===== src/rtl/nai_pkg.sv =====
// Package for the next auto-increment value block.
// Holds item types, controller states and the controller/datapath command and status structs.
// No dependencies.
package nai_pkg;

  localparam int unsigned ValW    = 64;
  localparam int unsigned StepW   = 16;
  localparam int unsigned RowsW   = 16;
  localparam int unsigned BlkW    = StepW + RowsW;
  localparam int unsigned DivSteps = ValW;
  localparam int unsigned DivCntW = $clog2(DivSteps);
  localparam int unsigned CfgIdxW = 2;

  // Configuration register indexes
  localparam logic [CfgIdxW-1:0] CfgStep   = 2'd0;
  localparam logic [CfgIdxW-1:0] CfgOffset = 2'd1;
  localparam logic [CfgIdxW-1:0] CfgColMax = 2'd2;

  typedef struct packed {
    logic [ValW-1:0]  used_value;
    logic [RowsW-1:0] rows_wanted;
    logic             update_counter;
  } nai_in_t;

  typedef struct packed {
    logic [ValW-1:0] next_value;
    logic            saturated;
    logic [ValW-1:0] table_value;
  } nai_out_t;

  typedef enum logic [2:0] {
    ST_IDLE,
    ST_BLK,
    ST_SETUP,
    ST_DIV,
    ST_FIN1,
    ST_FIN2,
    ST_COMMIT,
    ST_DONE
  } nai_state_e;

  // Commands from controller to datapath
  typedef struct packed {
    logic load_item;
    logic calc_blk;
    logic setup;
    logic div_step;
    logic fin1;
    logic fin2;
    logic commit;
    logic load_out;
    logic pass;     // 0: rows_wanted, 1: single row for the table counter
  } nai_cmd_t;

  // Status from datapath to controller
  typedef struct packed {
    logic early_sat;
    logic div_last;
    logic need_pass1;
    logic out_free;
  } nai_sts_t;

endpackage


===== src/rtl/nai_rem_div.sv =====
// Radix-2 restoring remainder unit: 64-bit dividend by 16-bit divisor, one bit per cycle while step_i is high.
// Only the remainder is kept. Depends on nai_pkg.
module nai_rem_div
  import nai_pkg::*;
(
  input  logic              clk_i,
  input  logic              rst_ni,
  input  logic              start_i,
  input  logic              step_i,
  input  logic [ValW-1:0]   dividend_i,
  input  logic [StepW-1:0]  divisor_i,
  output logic [StepW-1:0]  rem_o,
  output logic              last_o
);

  logic [ValW-1:0]    sh_q, sh_d;
  logic [StepW-1:0]   rem_q, rem_d;
  logic [DivCntW-1:0] cnt_q, cnt_d;
  logic [StepW:0]     trial;

  // One shift-subtract step
  assign trial = {rem_q, sh_q[ValW-1]};

  always_comb begin
    sh_d  = sh_q;
    rem_d = rem_q;
    cnt_d = cnt_q;
    if (start_i) begin
      sh_d  = dividend_i;
      rem_d = '0;
      cnt_d = '0;
    end else if (step_i) begin
      sh_d  = {sh_q[ValW-2:0], 1'b0};
      if (trial >= {1'b0, divisor_i}) begin
        rem_d = StepW'(trial - {1'b0, divisor_i});
      end else begin
        rem_d = trial[StepW-1:0];
      end
      cnt_d = cnt_q + 1'b1;
    end
  end

  always_ff @(posedge clk_i or negedge rst_ni) begin
    if (!rst_ni) begin
      cnt_q <= '0;
    end else begin
      cnt_q <= cnt_d;
    end
  end

  always_ff @(posedge clk_i) begin
    sh_q  <= sh_d;
    rem_q <= rem_d;
  end

  assign rem_o  = rem_q;
  assign last_o = (cnt_q == DivCntW'(DivSteps - 1));

endmodule


===== src/rtl/nai_dp.sv =====
// Datapath: configuration registers, item registers, block and grid arithmetic,
// table counter and output register. Depends on nai_pkg and nai_rem_div.
module nai_dp
  import nai_pkg::*;
(
  input  logic               clk_i,
  input  logic               rst_ni,
  input  nai_in_t            in_item_i,
  input  logic               cfg_valid_i,
  input  logic [CfgIdxW-1:0] cfg_index_i,
  input  logic [ValW-1:0]    cfg_data_i,
  input  logic               out_stall_i,
  input  nai_cmd_t           cmd_i,
  output nai_sts_t           sts_o,
  output logic               out_valid_o,
  output nai_out_t           out_item_o
);

  // Configuration
  logic [StepW-1:0] step_q;
  logic [StepW-1:0] offset_q;
  logic [ValW-1:0]  col_max_q;

  // Item and working registers
  logic [ValW-1:0]  used_q;
  logic [RowsW-1:0] rows_q;
  logic             upd_q;
  logic [BlkW-1:0]  blk_q;
  logic [StepW-1:0] off_q;
  logic             early_q;
  logic [ValW-1:0]  diff_q;
  logic [ValW-1:0]  v1_q;
  logic [ValW-1:0]  v2_q;
  logic             late_q;
  logic [ValW-1:0]  nv_q;
  logic             sat_q;
  logic [ValW-1:0]  table_q;
  logic             out_valid_q;
  nai_out_t         out_q;

  logic [StepW-1:0] step_eff;
  logic [RowsW-1:0] rows_sel;
  logic [ValW-1:0]  blk64;
  logic [StepW-1:0] off_eff;
  logic [ValW-1:0]  off64;
  logic [ValW-1:0]  max_m_off;
  logic [ValW-1:0]  max_m_cur;
  logic             early_d;
  logic [ValW-1:0]  diff_d;
  logic [StepW-1:0] rem;
  logic             div_last;
  logic             late2;
  logic             res_sat;
  logic [ValW-1:0]  res;
  logic [ValW-1:0]  off_q64;

  // A zero step behaves as one
  assign step_eff = (step_q == '0) ? StepW'(1) : step_q;
  assign rows_sel = cmd_i.pass ? RowsW'(1) : rows_q;
  assign blk64    = {{(ValW-BlkW){1'b0}}, blk_q};

  // Setup: offset drop, early overflow checks, distance to the grid origin
  assign off_eff   = ({{(BlkW-StepW){1'b0}}, offset_q} > blk_q) ? '0 : offset_q;
  assign off64     = {{(ValW-StepW){1'b0}}, off_eff};
  assign max_m_off = col_max_q - off64;
  assign max_m_cur = col_max_q - used_q;
  assign early_d   = (blk64 >= col_max_q) || (off64 > col_max_q) || (used_q >= col_max_q) ||
                     (max_m_off <= off64) || (max_m_cur < off64) ||
                     ((max_m_cur - off64) <= blk64);
  assign diff_d    = (used_q > off64) ? (used_q - off64) : (off64 - used_q);

  nai_rem_div u_rem_div (
    .clk_i      (clk_i),
    .rst_ni     (rst_ni),
    .start_i    (cmd_i.setup),
    .step_i     (cmd_i.div_step),
    .dividend_i (diff_d),
    .divisor_i  (step_eff),
    .rem_o      (rem),
    .last_o     (div_last)
  );

  // Final check and offset add
  assign off_q64 = {{(ValW-StepW){1'b0}}, off_q};
  assign late2   = (col_max_q - v2_q) < off_q64;
  assign res_sat = early_q || late_q || late2;
  assign res     = res_sat ? col_max_q : (v2_q + off_q64);

  // Control registers
  always_ff @(posedge clk_i or negedge rst_ni) begin
    if (!rst_ni) begin
      step_q      <= StepW'(1);
      offset_q    <= '0;
      col_max_q   <= '1;
      table_q     <= '0;
      out_valid_q <= 1'b0;
    end else begin
      if (cfg_valid_i) begin
        case (cfg_index_i)
          CfgStep:   step_q    <= cfg_data_i[StepW-1:0];
          CfgOffset: offset_q  <= cfg_data_i[StepW-1:0];
          CfgColMax: col_max_q <= cfg_data_i;
          default: ;
        endcase
      end
      if (cmd_i.commit && cmd_i.pass && (res > table_q)) begin
        table_q <= res;
      end
      if (cmd_i.load_out) begin
        out_valid_q <= 1'b1;
      end else if (!out_stall_i) begin
        out_valid_q <= 1'b0;
      end
    end
  end

  // Payload registers
  always_ff @(posedge clk_i) begin
    if (cmd_i.load_item) begin
      used_q <= in_item_i.used_value;
      rows_q <= in_item_i.rows_wanted;
      upd_q  <= in_item_i.update_counter;
    end
    if (cmd_i.calc_blk) begin
      blk_q <= BlkW'(rows_sel) * BlkW'(step_eff);
    end
    if (cmd_i.setup) begin
      off_q   <= off_eff;
      early_q <= early_d;
      diff_q  <= diff_d;
    end
    if (cmd_i.fin1) begin
      v1_q <= diff_q - {{(ValW-StepW){1'b0}}, rem};
    end
    if (cmd_i.fin2) begin
      late_q <= (col_max_q - v1_q) < blk64;
      v2_q   <= v1_q + blk64;
    end
    if (cmd_i.commit && !cmd_i.pass) begin
      nv_q  <= res;
      sat_q <= res_sat;
    end
    if (cmd_i.load_out) begin
      out_q.next_value  <= nv_q;
      out_q.saturated   <= sat_q;
      out_q.table_value <= table_q;
    end
  end

  assign sts_o.early_sat  = early_q;
  assign sts_o.div_last   = div_last;
  assign sts_o.need_pass1 = upd_q && (used_q <= col_max_q);
  assign sts_o.out_free   = !out_valid_q || !out_stall_i;

  assign out_valid_o = out_valid_q;
  assign out_item_o  = out_q;

endmodule


===== src/rtl/nai_ctrl.sv =====
// Controller state machine: sequences the block size, setup, remainder steps,
// finishing adds and up to two passes per item. Depends on nai_pkg.
module nai_ctrl
  import nai_pkg::*;
(
  input  logic     clk_i,
  input  logic     rst_ni,
  input  logic     in_valid_i,
  output logic     in_stall_o,
  input  nai_sts_t sts_i,
  output nai_cmd_t cmd_o
);

  nai_state_e state_q, state_d;
  logic       pass_q, pass_d;

  // State register
  always_ff @(posedge clk_i or negedge rst_ni) begin
    if (!rst_ni) begin
      state_q <= ST_IDLE;
      pass_q  <= 1'b0;
    end else begin
      state_q <= state_d;
      pass_q  <= pass_d;
    end
  end

  // Next state and commands
  always_comb begin
    state_d    = state_q;
    pass_d     = pass_q;
    cmd_o      = '0;
    cmd_o.pass = pass_q;
    case (state_q)
      ST_IDLE: begin
        if (in_valid_i) begin
          cmd_o.load_item = 1'b1;
          pass_d          = 1'b0;
          state_d         = ST_BLK;
        end
      end
      ST_BLK: begin
        cmd_o.calc_blk = 1'b1;
        state_d        = ST_SETUP;
      end
      ST_SETUP: begin
        cmd_o.setup = 1'b1;
        state_d     = ST_DIV;
      end
      ST_DIV: begin
        if (sts_i.early_sat) begin
          state_d = ST_COMMIT;
        end else begin
          cmd_o.div_step = 1'b1;
          if (sts_i.div_last) begin
            state_d = ST_FIN1;
          end
        end
      end
      ST_FIN1: begin
        cmd_o.fin1 = 1'b1;
        state_d    = ST_FIN2;
      end
      ST_FIN2: begin
        cmd_o.fin2 = 1'b1;
        state_d    = ST_COMMIT;
      end
      ST_COMMIT: begin
        cmd_o.commit = 1'b1;
        if (!pass_q && sts_i.need_pass1) begin
          pass_d  = 1'b1;
          state_d = ST_BLK;
        end else begin
          state_d = ST_DONE;
        end
      end
      ST_DONE: begin
        if (sts_i.out_free) begin
          cmd_o.load_out = 1'b1;
          state_d        = ST_IDLE;
        end
      end
      default: begin
        state_d = ST_IDLE;
      end
    endcase
  end

  assign in_stall_o = (state_q != ST_IDLE);

  // Second pass only runs for items that asked for a counter update
  a_pass1_needed: assert property (@(posedge clk_i) disable iff (!rst_ni)
    (state_q == ST_BLK && pass_q) |-> sts_i.need_pass1)
    else $error("second pass without counter update request");

  // Finishing starts only after the last remainder step
  a_div_complete: assert property (@(posedge clk_i) disable iff (!rst_ni)
    (state_q == ST_FIN1) |-> ($past(state_q) == ST_DIV && $past(sts_i.div_last)))
    else $error("finish entered before division completed");

  // A result waits while the output register is still held
  a_done_holds: assert property (@(posedge clk_i) disable iff (!rst_ni)
    (state_q == ST_DONE && !sts_i.out_free) |=> (state_q == ST_DONE))
    else $error("result dropped while output stalled");

  // An accepted item starts the block size step
  a_accept_starts: assert property (@(posedge clk_i) disable iff (!rst_ni)
    (in_valid_i && !in_stall_o) |=> (state_q == ST_BLK && !pass_q))
    else $error("accepted item did not start processing");

endmodule


===== src/rtl/next_auto_increment_value.sv =====
// Next auto-increment value block, top level.
// Joins controller (nai_ctrl) and datapath (nai_dp). Depends on nai_pkg.
//
// Usage:
//   Input channel in_valid_i / in_stall_o carries one item (used value, rows wanted,
//   update flag). Output channel out_valid_o / out_stall_i carries one result item
//   per input item: next value, saturation flag and the table counter after the item.
//   Configuration writes (step, offset, column maximum) use cfg_valid_i / cfg_ready_o;
//   ready is always high. Write configuration only while no item is in flight.
//   One pass is block multiply, setup, 64 remainder steps in the shared radix-2
//   unit (one dividend bit per cycle) and the finishing states FIN1, FIN2 and COMMIT.
//   An item that asks for a counter update, with a used value not above the column
//   maximum, runs a second pass. A pass that saturates early skips the remainder
//   steps and the finishing adds. One item is worked on at a time; the next is
//   taken once the result sits in the output register.
//   Reset: step 1, offset 0, column maximum all ones, table counter 0, no item held.
//   When the receiver stalls, the result holds in the output register; the next item
//   may be taken and computed, then waits until the output register is free.
module next_auto_increment_value
  import nai_pkg::*;
(
  input  logic               clk_i,
  input  logic               rst_ni,
  input  logic               in_valid_i,
  output logic               in_stall_o,
  input  nai_in_t            in_item_i,
  output logic               out_valid_o,
  input  logic               out_stall_i,
  output nai_out_t           out_item_o,
  input  logic               cfg_valid_i,
  output logic               cfg_ready_o,
  input  logic [CfgIdxW-1:0] cfg_index_i,
  input  logic [ValW-1:0]    cfg_data_i
);

  nai_cmd_t cmd;
  nai_sts_t sts;

  assign cfg_ready_o = 1'b1;

  nai_ctrl u_ctrl (
    .clk_i      (clk_i),
    .rst_ni     (rst_ni),
    .in_valid_i (in_valid_i),
    .in_stall_o (in_stall_o),
    .sts_i      (sts),
    .cmd_o      (cmd)
  );

  nai_dp u_dp (
    .clk_i       (clk_i),
    .rst_ni      (rst_ni),
    .in_item_i   (in_item_i),
    .cfg_valid_i (cfg_valid_i),
    .cfg_index_i (cfg_index_i),
    .cfg_data_i  (cfg_data_i),
    .out_stall_i (out_stall_i),
    .cmd_i       (cmd),
    .sts_o       (sts),
    .out_valid_o (out_valid_o),
    .out_item_o  (out_item_o)
  );

endmodule

===== config.mk =====
export PLATFORM = sky130hd
export DESIGN_NAME = next_auto_increment_value
export DESIGN_NICKNAME = d
export VERILOG_FILES = /design/src/rtl/nai_pkg.sv /design/src/rtl/nai_rem_div.sv /design/src/rtl/nai_dp.sv /design/src/rtl/nai_ctrl.sv /design/src/rtl/next_auto_increment_value.sv
export SDC_FILE = /design/constraint.sdc
export NUM_CORES = 2
export LEC_CHECK = 0
export ABC_AREA = 1
export BUFFER_PORTS_ARGS = -buffer_cell sky130_fd_sc_hd__clkbuf_2
export CAP_MARGIN = 40
export CORE_MARGIN = 8
export CORE_UTILIZATION = 30
export CTS_BUF_LIST = sky130_fd_sc_hd__clkbuf_16
export CTS_CLUSTER_DIAMETER = 100
export DETAILED_ROUTE_END_ITERATION = 16
export GPL_ROUTABILITY_DRIVEN = 0
export SYNTH_ARGS = -nofsm -noshare
export SYNTH_HDL_FRONTEND = slang
export SYNTH_SLANG_ARGS = --single-unit

===== constraint.sdc =====
create_clock -name clk_i -period 9 [get_ports clk_i]
set_input_delay 0.9 -clock clk_i [delete_from_list [all_inputs] [get_ports clk_i]]
set_output_delay 0.9 -clock clk_i [all_outputs]
set_load 0.02 [all_outputs]

; Word-level counts from Yosys, hierarchy flattened
; Cells that the tools add are included.
[classes]
magnitude_cmp = 13
n_reduce_logical = 27
muxes = 32
mul = 1
n_eq_ne = 15
add_sub_neg = 12
[op_table]
columns = operator, n
row1 = $mux W64, 4
row2 = $sub A64 B16 Y64, 4
row3 = $sub A64 B64 Y64, 3
row4 = $lt A64 B16 Y1, 2
row5 = $add A64 B16 Y64, 1
row6 = $add A64 B32 Y64, 1
row7 = $ge A32 B64 Y1, 1
row8 = $ge A64 B64 Y1, 1
row9 = $gt A16 B64 Y1, 1
row10 = $gt A64 B16 Y1, 1
row11 = $gt A64 B64 Y1, 1
row12 = $le A64 B16 Y1, 1
row13 = $le A64 B32 Y1, 1
row14 = $le A64 B64 Y1, 1
row15 = $lt A64 B32 Y1, 1
row16 = $mux W16, 4
row17 = $sub A16 B64 Y64, 1
row18 = $gt A16 B32 Y1, 1
row19 = $mul A16 B16 Y32, 1
row20 = $pmux W3 S8, 1
row21 = $ge A17 B16 Y1, 1
row22 = $logic_not A16 Y1, 1
row23 = $sub A16 B16 Y16, 1
row24 = $mux W1, 15
row25 = 22 further kinds, 50
[totals]
ff_bits = 768
out_inout_bits = 132
elab_cells = 125

; Depth between registers and ports, before layout
[logic_depth]
ltp_word = 8
ltp_mapped = 45

; Cells and area by module
; Synthesis repeated with hierarchy kept, for this count alone.
[unflattened]
cells_unflattened = 10097
hier_area_um2 = 72712.2
[by_module_without_submodules]
columns = mod, seq_area_each_um2, cells_each, area_per_inst_um2, instances
row1 = nai_dp, 19635.1, 9419, 67443.4, 1
row2 = nai_rem_div, 2392.3, 625, 4936.0, 1
row3 = nai_ctrl, 100.1, 51, 321.6, 1
row4 = next_auto_increment_value, 0.0, 2, 11.3, 1

; Least setup slack after synthesis
; No wires, ideal clock.
[synth_timing]
kind = in2reg
from = in out_stall_i
to = reg u_dp.out_q, in the netlist u_dp.out_item_o[0] (enable)
arrival_ns = 6.377
slack_ns = 2.003
cell_stages = 3
path_cell_list = nand2_1 > inv_1 > nor2_1
[synth_rtl]
columns = element, line
row1 = from (decl), next_auto_increment_value.sv:28  ; input logic out_stall_i,
row2 = to (decl), nai_dp.sv:39  ; nai_out_t out_q;

; Final worst setup path
[layout_timing]
from = reg u_ctrl.pass_q
to = reg u_dp.blk_q[31], data pin
[layout_via]
elab_chain_cells = 2
[layout_rtl]
columns = element, line
row1 = from (decl), nai_ctrl.sv:15  ; logic pass_q, pass_d;
row2 = from (signal assigned), nai_ctrl.sv:24  ; pass_q <= pass_d;
row3 = $mux W16, nai_dp.sv:59  ; assign rows_sel = cmd_i.pass ? RowsW'(1) : rows_q;
row4 = $mul A16 B16 Y32, nai_dp.sv:125  ; blk_q <= BlkW'(rows_sel) * BlkW'(step_eff);
row5 = to (signal assigned), nai_dp.sv:125
row6 = to (decl), nai_dp.sv:28  ; logic [BlkW-1:0] blk_q;
; No other way between the ends.
; A chain may end at the register's enable or synchronous reset.

==> reports/results.ini <==
[placed_design]
dp_hpwl_um = 230000
io_buffers = 282

[cts]
clkLatencyLatePin_ns = 0.77
clkSinkCount = 768
clk_pin_slew_ns = 0.06
cts_setup_buffers = 0
htree_levels = 3
hold_buffers = 0
cts_max_path_buffers = 3
numCtsBuffers = 95
cts_tree = built
cts_resized = 0
ctsRootBufferMaster = clkbuf_16

[sta]
fmax_mhz = 125
final.setup.tns_ns = 0
clock_skew_ns = 0.0682
fin_crit_sh = 0.891
final-setup-viol-count = 0
maxSlewHeadroom = 0.296
fin_crit_ns = 8.02
hold_viol_final = 0
rsz0062_at_grt = no
finalMaxSlewViolations = 0
worst_pin_slew_ns = 1.05

[synth]
ys_seq_area_frac = 0.309
ys_ff_latch = 768
synthArstFlopShare = 0.223
synth_ff_type = edfxtp_1
yosys_warnings = 0
synth_cell_types = 74
synth_nets = 10800
synth_edf_count = 581
syn-cell-area_um2 = 71700
avgSynthCellArea_um2 = 7.30
syn_inst = 9824

[worst_setup_path]
slowest_stage = dfrtp_1
critPathMaxStageDelay_ns = 0.87
critPathCaptureType = flop
rr_worst_depth = 25
path_common_cell = fa_1
crit_path_start_kind = flop
path_class = reg -> reg
cp.arrival_ns = 8.52
cp.required_ns = 9.50
cp_top_family = adder cells
r2r_slack_ns = 0.98
r2r_end = u_dp.blk_q[31]
crit_fanout = 16
crit_buf_inv = 6
rr_startpoint = u_ctrl.pass_q

[worst_hold_path]
hp-class = in -> async

[global_route]
grt_pass1_vias = 64200
antenna_found_initial = 25
grt_pass1_wl_um = 400000
overflow = 0
grt_use_total = 0.206
grt_max_degree = 73

[die]
die_height_um = 505
ios = 284
coreArea_um2 = 238000
fp.dieArea_um2 = 255000
rows = 179
initial_core_util = 0.301
die-width_um = 505

[power]
power_leakage_nw = 37.7
p_per_area_nw_per_um2 = 345
ir_drop_mv = 0.574

[run_status]
outcome = completed

[routing]
dr.first_iter.drc_count = 7717
via_per_inst = 5.03
drt-pass1-iter-count = 7
drtAntennaViolNets = 0
drt_wl_total_um = 273000
vias = 67300
routedWlPerCell_um = 20.4
drc = 0

[cells_and_area]
nets = 11200
syn_to_final_growth_pct = 12.1
drive_gt1_frac = 0.0707
finish.utilization = 0.338
mostFrequentLayoutCells = 2498 x nand2_1, 1771 x inv_1, 1114 x nor2_1, 645 x ha_1, 581 x edfxtp_1
largest_register_ffs = 129
layout_commonest_cell = nand2_1

[run]
drv_cap = 0

-- metal layers --
| layer | up-vias | share of wire | global-route usage |
|---|---|---|---|
| met4 | 26 | 0.044 | 0.0767 |
| met5 | - | 0.00064 | 0 |
| met2 | 3091 | 0.40 | 0.303 |
| met3 | 564 | 0.11 | 0.0489 |
| met1 | 31300 | 0.45 | 0.291 |
| li1 | 32400 | - | - |
-- layout make-up --
class / instances / area, µm²
Inverter: 1782 / 6690
Tap cell: 3167 / 3960
Multi-Input combinational cell: 7154 / 42400
Sequential cell: 768 / 22100
Clock inverter: 79 / 741
Antenna cell: 3 / 7.51
Clock buffer: 96 / 2400
Timing Repair Buffer: 348 / 2030
Fill cell: 25600 / 158000
-- cells in the mapped netlist, types with 9 or more instances --
| cell type | instances | area, µm² |
|---|---|---|
| clkinv_1 | 12 | 45.0 |
| fa_1 | 205 | 4100 |
| clkbuf_1 | 93 | 349 |
| and2_1 | 38 | 238 |
| inv_2 | 14 | 52.6 |
| o21bai_1 | 45 | 338 |
| o21ai_0 | 328 | 1640 |
| o21ai_2 | 9 | 78.8 |
| inv_1 | 1756 | 6590 |
| nor4_1 | 60 | 375 |
| buf_6 | 11 | 124 |
| and3_1 | 12 | 75.1 |
| a21o_1 | 39 | 293 |
| a21boi_0 | 15 | 113 |
| nand3b_1 | 21 | 158 |
| nand4_1 | 156 | 976 |
| nor2_2 | 43 | 269 |
| o221ai_1 | 9 | 78.8 |
| edfxtp_1 | 581 | 17400 |
| nor3_2 | 9 | 90.1 |
| nand2_1 | 2500 | 9380 |
| xnor2_1 | 120 | 1050 |
| dfrtp_1 | 106 | 2650 |
| nor3_1 | 144 | 721 |
| a21oi_1 | 581 | 2910 |
| dfstp_2 | 65 | 1710 |
| a211oi_1 | 11 | 82.6 |
| dfxtp_1 | 16 | 320 |
| nand2_2 | 32 | 200 |
| nor2_1 | 1119 | 4200 |
| ha_1 | 645 | 8070 |
| o21ai_1 | 14 | 70.1 |
| o21a_1 | 30 | 225 |
| a31oi_1 | 52 | 325 |
| nand3_1 | 472 | 2360 |
| nand3_2 | 9 | 90.1 |
| xor2_1 | 328 | 2870 |
| o211ai_1 | 14 | 105 |
| a21oi_2 | 9 | 78.8 |
-- power by group --
part | internal, mW | switching [mW] | total (mW)
Sequential | 5.59 | 1.09 | 6.68
Clock | 2.24 | 1.66 | 3.90
Combinational | 6.00 | 11.1 | 17.1
-- cells by family (layout without fill, tap and decap cells) --
| logic type | Yosys count | count (layout) | share of synthesized area |
|---|---|---|---|
| AOI/OAI and AO/OA | 1207 | 1207 | 0.0945 |
| xor gates and xnor gates | 448 | 448 | 0.0547 |
| adders and majority gates | 850 | 850 | 0.170 |
| buffers and inverters | 1902 | 2305 | 0.101 |
| DFF | 768 | 768 | 0.309 |
| muxes | 4 | 4 | 0.000559 |
| other | 1 | 4 | 0.0000523 |
| and+or+nand+nor | 4644 | 4644 | 0.271 |
-- worst max-delay path by stage --
| stage | startpoint | end | slack, ns | depth (start not counted) |
|---|---|---|---|---|
| after floorplan | out_stall_i | u_dp.out_item_o[0] | 2.00 | 3 |
| after global placement | u_ctrl.pass_q | u_dp.blk_q[31] | 1.09 | 26 |
| after detailed placement | u_ctrl.pass_q | u_dp.blk_q[31] | 1.02 | 25 |
| after CTS | u_ctrl.pass_q | u_dp.blk_q[31] | 1.00 | 25 |
| after global routing | u_ctrl.pass_q | u_dp.blk_q[31] | 0.49 | 25 |
| final | u_ctrl.pass_q | u_dp.blk_q[31] | 0.98 | 25 |
-- metrics by stage --
stage                     hold WS, ns  setup slack [ns]  cells  power, mW  area, µm²
after global placement          0.401              1.09  13200       23.4      77000
after CTS                       0.130              1.00  13400       27.6      80300
after global routing            0.161             0.485  13400       30.1      80300
after detailed placement        0.405              1.02  13200       23.5      77200
after floorplan                 0.400              2.00   9824       18.4      71700
final                           0.155             0.978  13400       27.7      80300
Power figures use the tool's default switching activity.
